File: config.mk
export PLATFORM = sky130hd
export DESIGN_NAME = icwc_ctrl
export DESIGN_NICKNAME = d
export VERILOG_FILES = /design/src/rtl/core/icwc_pkg.sv /design/src/rtl/core/icwc_ctrl.sv
export SDC_FILE = /design/constraint.sdc
export NUM_CORES = 1
export LEC_CHECK = 0
export ABC_AREA = 1
export BUFFER_PORTS_ARGS = -buffer_cell sky130_fd_sc_hd__buf_2
export CORE_AREA = 3 3 40 42
export CTS_BUF_LIST = sky130_fd_sc_hd__clkbuf_4 sky130_fd_sc_hd__clkbuf_8
export CTS_CLUSTER_SIZE = 16
export DETAILED_ROUTE_END_ITERATION = 6
export DIE_AREA = 0 0 43 45
export PLACE_DENSITY = 0.52
export SLEW_MARGIN = 20
export SYNTH_ARGS = -nofsm -noshare
export SYNTH_HDL_FRONTEND = slang
export SYNTH_SLANG_ARGS = --single-unit
File: constraint.sdc
create_clock -name i_clk -period 2.2 [get_ports i_clk]
set_input_delay 0.33 -clock i_clk [delete_from_list [all_inputs] [get_ports i_clk]]
set_output_delay 0.33 -clock i_clk [all_outputs]
set_load 0.05 [all_outputs]
File: src/rtl/core/icwc_pkg.sv
// Shared types, codes and helpers for the RGBA wrap-and-clamp convolution block.
`timescale 1ns / 1ps
`default_nettype none
package icwc_pkg;

    // Item opcodes
    localparam logic OP_WRITE = 1'b0;
    localparam logic OP_REQ   = 1'b1;

    // Configuration register indexes
    localparam logic [2:0] CFG_WIDTH   = 3'd0;
    localparam logic [2:0] CFG_HEIGHT  = 3'd1;
    localparam logic [2:0] CFG_RADIUS  = 3'd2;
    localparam logic [2:0] CFG_COEF_M2 = 3'd3;
    localparam logic [2:0] CFG_COEF_M1 = 3'd4;
    localparam logic [2:0] CFG_COEF_0  = 3'd5;
    localparam logic [2:0] CFG_COEF_P1 = 3'd6;
    localparam logic [2:0] CFG_COEF_P2 = 3'd7;

    localparam int CFG_IDX_W  = 3;
    localparam int CFG_DATA_W = 60;
    localparam int POS_W      = 6;
    localparam int CW         = 7;   // size / wrapped coordinate width
    localparam int CH_W       = 8;
    localparam int COEF_W     = 12;
    localparam int PROD_W     = 20;
    localparam int SUM_W      = 16;
    localparam int TAP_W      = 3;   // tap index 0..4

    localparam logic [CW-1:0]         RST_WIDTH  = 7'd64;
    localparam logic [CW-1:0]         RST_HEIGHT = 7'd64;
    localparam logic [CFG_DATA_W-1:0] RST_COEF_0 = 60'd17179869184;
    localparam logic [CH_W-1:0]       CH_MAX     = 8'd255;

    typedef enum logic [1:0] {
        S_IDLE,
        S_TAPS,
        S_DRAIN,
        S_DONE
    } t_state;

    typedef struct packed {
        logic wr_pix;
        logic start;
        logic tap;
        logic out_load;
    } t_dp_cmd;

    typedef struct packed {
        logic in_range;
        logic last_tap;
        logic busy;
    } t_dp_stat;

    // Pick the Q1.10 coefficient of one row out of a packed column word.
    function automatic logic signed [COEF_W-1:0] coef_pick(
        input logic [CFG_DATA_W-1:0] col,
        input logic [TAP_W-1:0]      row
    );
        logic signed [COEF_W-1:0] k;
        case (row)
            3'd0:    k = col[11:0];
            3'd1:    k = col[23:12];
            3'd2:    k = col[35:24];
            3'd3:    k = col[47:36];
            3'd4:    k = col[59:48];
            default: k = '0;
        endcase
        return k;
    endfunction

endpackage
`default_nettype wire

File: src/rtl/core/icwc_ctrl.sv
// Controller state machine: accepts items, sequences taps, loads the output register.
`timescale 1ns / 1ps
`default_nettype none
module icwc_ctrl
    import icwc_pkg::*;
(
    input  wire      i_clk,
    input  wire      i_rst_n,
    input  wire      i_valid,
    input  wire      i_op,
    output logic     o_stall,
    output logic     o_valid,
    input  wire      i_stall,
    output t_dp_cmd  o_cmd,
    input  t_dp_stat i_stat
);

    t_state r_state, n_state;
    logic   r_out_vld, n_out_vld;

    always_ff @(posedge i_clk) begin
        if (!i_rst_n) begin
            r_state   <= S_IDLE;
            r_out_vld <= 1'b0;
        end else begin
            r_state   <= n_state;
            r_out_vld <= n_out_vld;
        end
    end

    always_comb begin
        n_state = r_state;
        o_cmd   = '0;
        o_stall = 1'b1;
        case (r_state)
            S_IDLE: begin
                o_stall = 1'b0;
                if (i_valid) begin
                    if (i_op == OP_REQ) begin
                        o_cmd.start = 1'b1;
                        n_state     = S_TAPS;
                    end else begin
                        o_cmd.wr_pix = 1'b1;
                    end
                end
            end
            S_TAPS: begin
                if (!i_stat.in_range) begin
                    n_state = S_DONE;
                end else begin
                    o_cmd.tap = 1'b1;
                    if (i_stat.last_tap) begin
                        n_state = S_DRAIN;
                    end
                end
            end
            S_DRAIN: begin
                if (!i_stat.busy) begin
                    n_state = S_DONE;
                end
            end
            S_DONE: begin
                if (!r_out_vld || !i_stall) begin
                    o_cmd.out_load = 1'b1;
                    n_state        = S_IDLE;
                end
            end
            default: n_state = S_IDLE;
        endcase

        // output register holds a result until its transfer
        if (o_cmd.out_load) begin
            n_out_vld = 1'b1;
        end else if (r_out_vld && !i_stall) begin
            n_out_vld = 1'b0;
        end else begin
            n_out_vld = r_out_vld;
        end
    end

    assign o_valid = r_out_vld;

endmodule
`default_nettype wire

==> impl_results.md <==
- Relative slew slack: between 80% and 90%
- Most Frequent Cell on Critical Path: inv_1
- Placed inst area: 357 µm²
- Sw frac: 51.2%
- Share of the synthesized area in the top cell type: 21.4%
- Final setup slack of the worst path: 0.537 ns
- Routed wire length: 530 µm
- Post-route ant nets: 0
- Clock Tree Root: clkbuf_4
- Final setup fails: 0
- Synth Area in Adders: 17.9%
- CP cell instances: inv_1 > ha_1 > inv_1 > nor2_1 > buf_2
- Hold buffers post-CTS: 0
- CORE AREA: ~1300 µm²
- Num CTS Buffers: 3
- Dpl hpwl: roughly 450 µm
- RSZ-0062 raised after global routing: no
- DRT Pass-1 Iters: 3
- CTS tree: yes
- Clk slew on worst S/H paths: around 0.040 ns
- Post-synthesis cell area: 280 µm²
- FILL cells: 161
- Final hold violation count: 0
- Setup tns final: 0 ns
- Seq cells post-synth: 3
- Tightest Hold Check Type: input port to flip-flop
- P_leak: 0.232 nW
- Row Count: 13
- Slew of the pin with the lowest slew margin: roughly 0.25 ns
- Mux contribution to synthesized area: 0%
- Outcome: completed
- Die H: 45 µm
- Initial Util: 21.8%
- Cell type with the highest aggregate area in the netlist: dfxtp_1
- Max-slew violation count: 0
- Final net count: 73
- Crit Path Class: flip-flop to primary output
- Vias: 291
- Synthesized area per cell: 6.37 µm²
- Worst endpoint required time: 1.87 ns
- RD Place Congestion: 0.689
- CP max stage cell: dfxtp_1
- Combinational family with the most area after synthesis: simple AND/OR/NAND/NOR gates
- Post-route cell area: 387 µm²
- Simple-gate share of the synthesized area: 42.9%
- Area delta synth->final: 37.9%
- Ratio of cells with drive above 1 in the final layout: 36.7%
- Gr usage total: 6.15%
- Sequential fraction of design power: 18.3%
- Peak VDD IR: 0.381 mV
- Antenna diode count: 0
- Crit path max fanout: 4
- Port Buffers: 13
- CP Buf/Inv Count: 3
- Skew-Pair Late Insertion Delay: 0.23 ns
- Die area: 1940 µm²
- XOR/XNOR share of the synthesized area: 0%
- Pwr per Cell Area: approximately 1300 nW/µm²
- Family with the most delay on the worst path: buffers and inverters
- Post-CTS Setup Repair Bufs: 0
- Logic pwr share: 60.0%
- Max cap viols: 0
- Slowest Stage Delay on Critical Path: around 0.33 ns
- Detailed-route DRC error count: 0
- Final hold slack: 0.349 ns
- Syn nets: 56
- Clock power frac: 21.7%
- Grt total ovfl: 0
- Synth warn: 0
- Sequential element share of the synthesized area: 21.4%
- Crit path arrival time: ~1.3 ns
- Antenna violations before repair: 0
- Clock Skew: 0.000869 ns
- Final worst-path cycle share: 75.6%
- Complex-gate fraction of the synthesized area: 4.46%
- Max clock buf depth: 2
- CP Capture Type: primary output
- Dpl ws: just under 0.8 ns
- Synth unique cells: 12
- Global-route wire length before repair: 876 µm
- Psw: roughly 0.25 mW
- Clock Sinks: 3
- Synth area leaders: dfxtp_1 (21%), ha_1 (18%), nand2_1 (16%), inv_1 (11%), nor2_1 (11%)
- Post-layout min period: 1.66 ns
- Post_cts resized: 0
- H-tree depth: 1
- Pin count of the biggest net entering global routing: 6
- Vias/cell: about 3.9
- Max frequency: 0.601 GHz
- Power Total: ~0.49 mW
- Initial drt markers: 3
- Synth Instances: 44
- DIE WIDTH: around 43 µm
- Worst Setup Start Kind: flip-flop
- # IOs: 14
- Routed WL per cell: 7.07 µm
- Internal Power: about 0.24 mW
- Vias in the first global route: 252
-- power groups by stage --
stage / clock network, mW / logic, mW / registers (mW)
after floorplan: 0 / 0.240 / 0.0974
after global placement: 0 / 0.303 / 0.0905
after detailed placement: 0 / 0.300 / 0.0913
after CTS: 0.111 / 0.301 / 0.0905
after global routing: 0.120 / 0.330 / 0.0960
final: 0.107 / 0.296 / 0.0903
-- metal layers --
layer  routed length [µm]  vias up  GRT usage [%]
li1                     -      159              -
met4                    0        0           5.42
met5                    0        -              0
met3                   28        0           2.79
met2                  258        4           9.28
met1                  242      128           6.47
-- kinds of logic (layout without fill, tap and decap cells) --
| logic type | count (synthesis) | count (layout) |
|---|---|---|
| buf+inv | 9 | 25 |
| fa+ha+maj | 4 | 4 |
| compound gates | 2 | 2 |
| simple gates | 26 | 26 |
| flops | 3 | 3 |
-- worst reg2reg max path, cell delays in order (launching register included) --
cell,delay (ns)
dfxtp_1,0.37
inv_1,0.10
ha_1,0.24
nand2_2,0.08
nand2_2,0.06
nor2_4,0.11
nand2_1,0.06
nand2_1,0.05
nor2_1,0.03
-- state kept, by name (all words and copies together) (netlist names) --
| name | cells |
|---|---|
| r_state | 2 |
| o_valid | 1 |
-- synthesized netlist by cell type --
cell type	number
nand3_2	1
nand3_1	1
inv_1	8
nand2_1	12
ha_1	4
buf_4	1
nor2_1	8
nor2_4	1
dfxtp_1	3
a21oi_1	1
a21boi_0	1
nand2_2	3
-- layout by cell type (no fill, tap or decap) --
master     n
buf_2     13
nand2_1   12
inv_1      8
nor2_1     8
ha_1       4
clkbuf_4   4
nand2_2    3
dfxtp_1    3
a21oi_1    1
a21boi_0   1
nand3_1    1
nand3_2    1
nor2_4     1
-- worst paths after layout --
check	start	slack, ns	endpoint	depth (start not counted)
setup / recovery	r_state[0]	0.54	o_cmd[2]	5
hold / removal	i_rst_n	0.35	r_state[1]	3
setup reg to reg	r_state[0]	0.98	r_state[0]	8
hold reg to reg	o_valid	0.49	o_valid	2
-- area by class of cell --
class / count / area (µm²) / area share (%)
Clock buffer: 4 / 30.0 / 7.77
Inverter: 8 / 30.0 / 7.77
Multi-Input combinational cell: 32 / 183 / 47.2
Sequential cell: 3 / 60.1 / 15.5
Tap cell: 15 / 18.8 / 4.85
Timing Repair Buffer: 13 / 65.1 / 16.8
-- metrics by stage --
step	utilization (%)	instances
finish	30.1	75
global route	30.1	75
CTS	30.1	75
detailed placement	27.8	71
global placement	27.8	71
floorplan	-	44
Power figures use the tool's default switching activity.
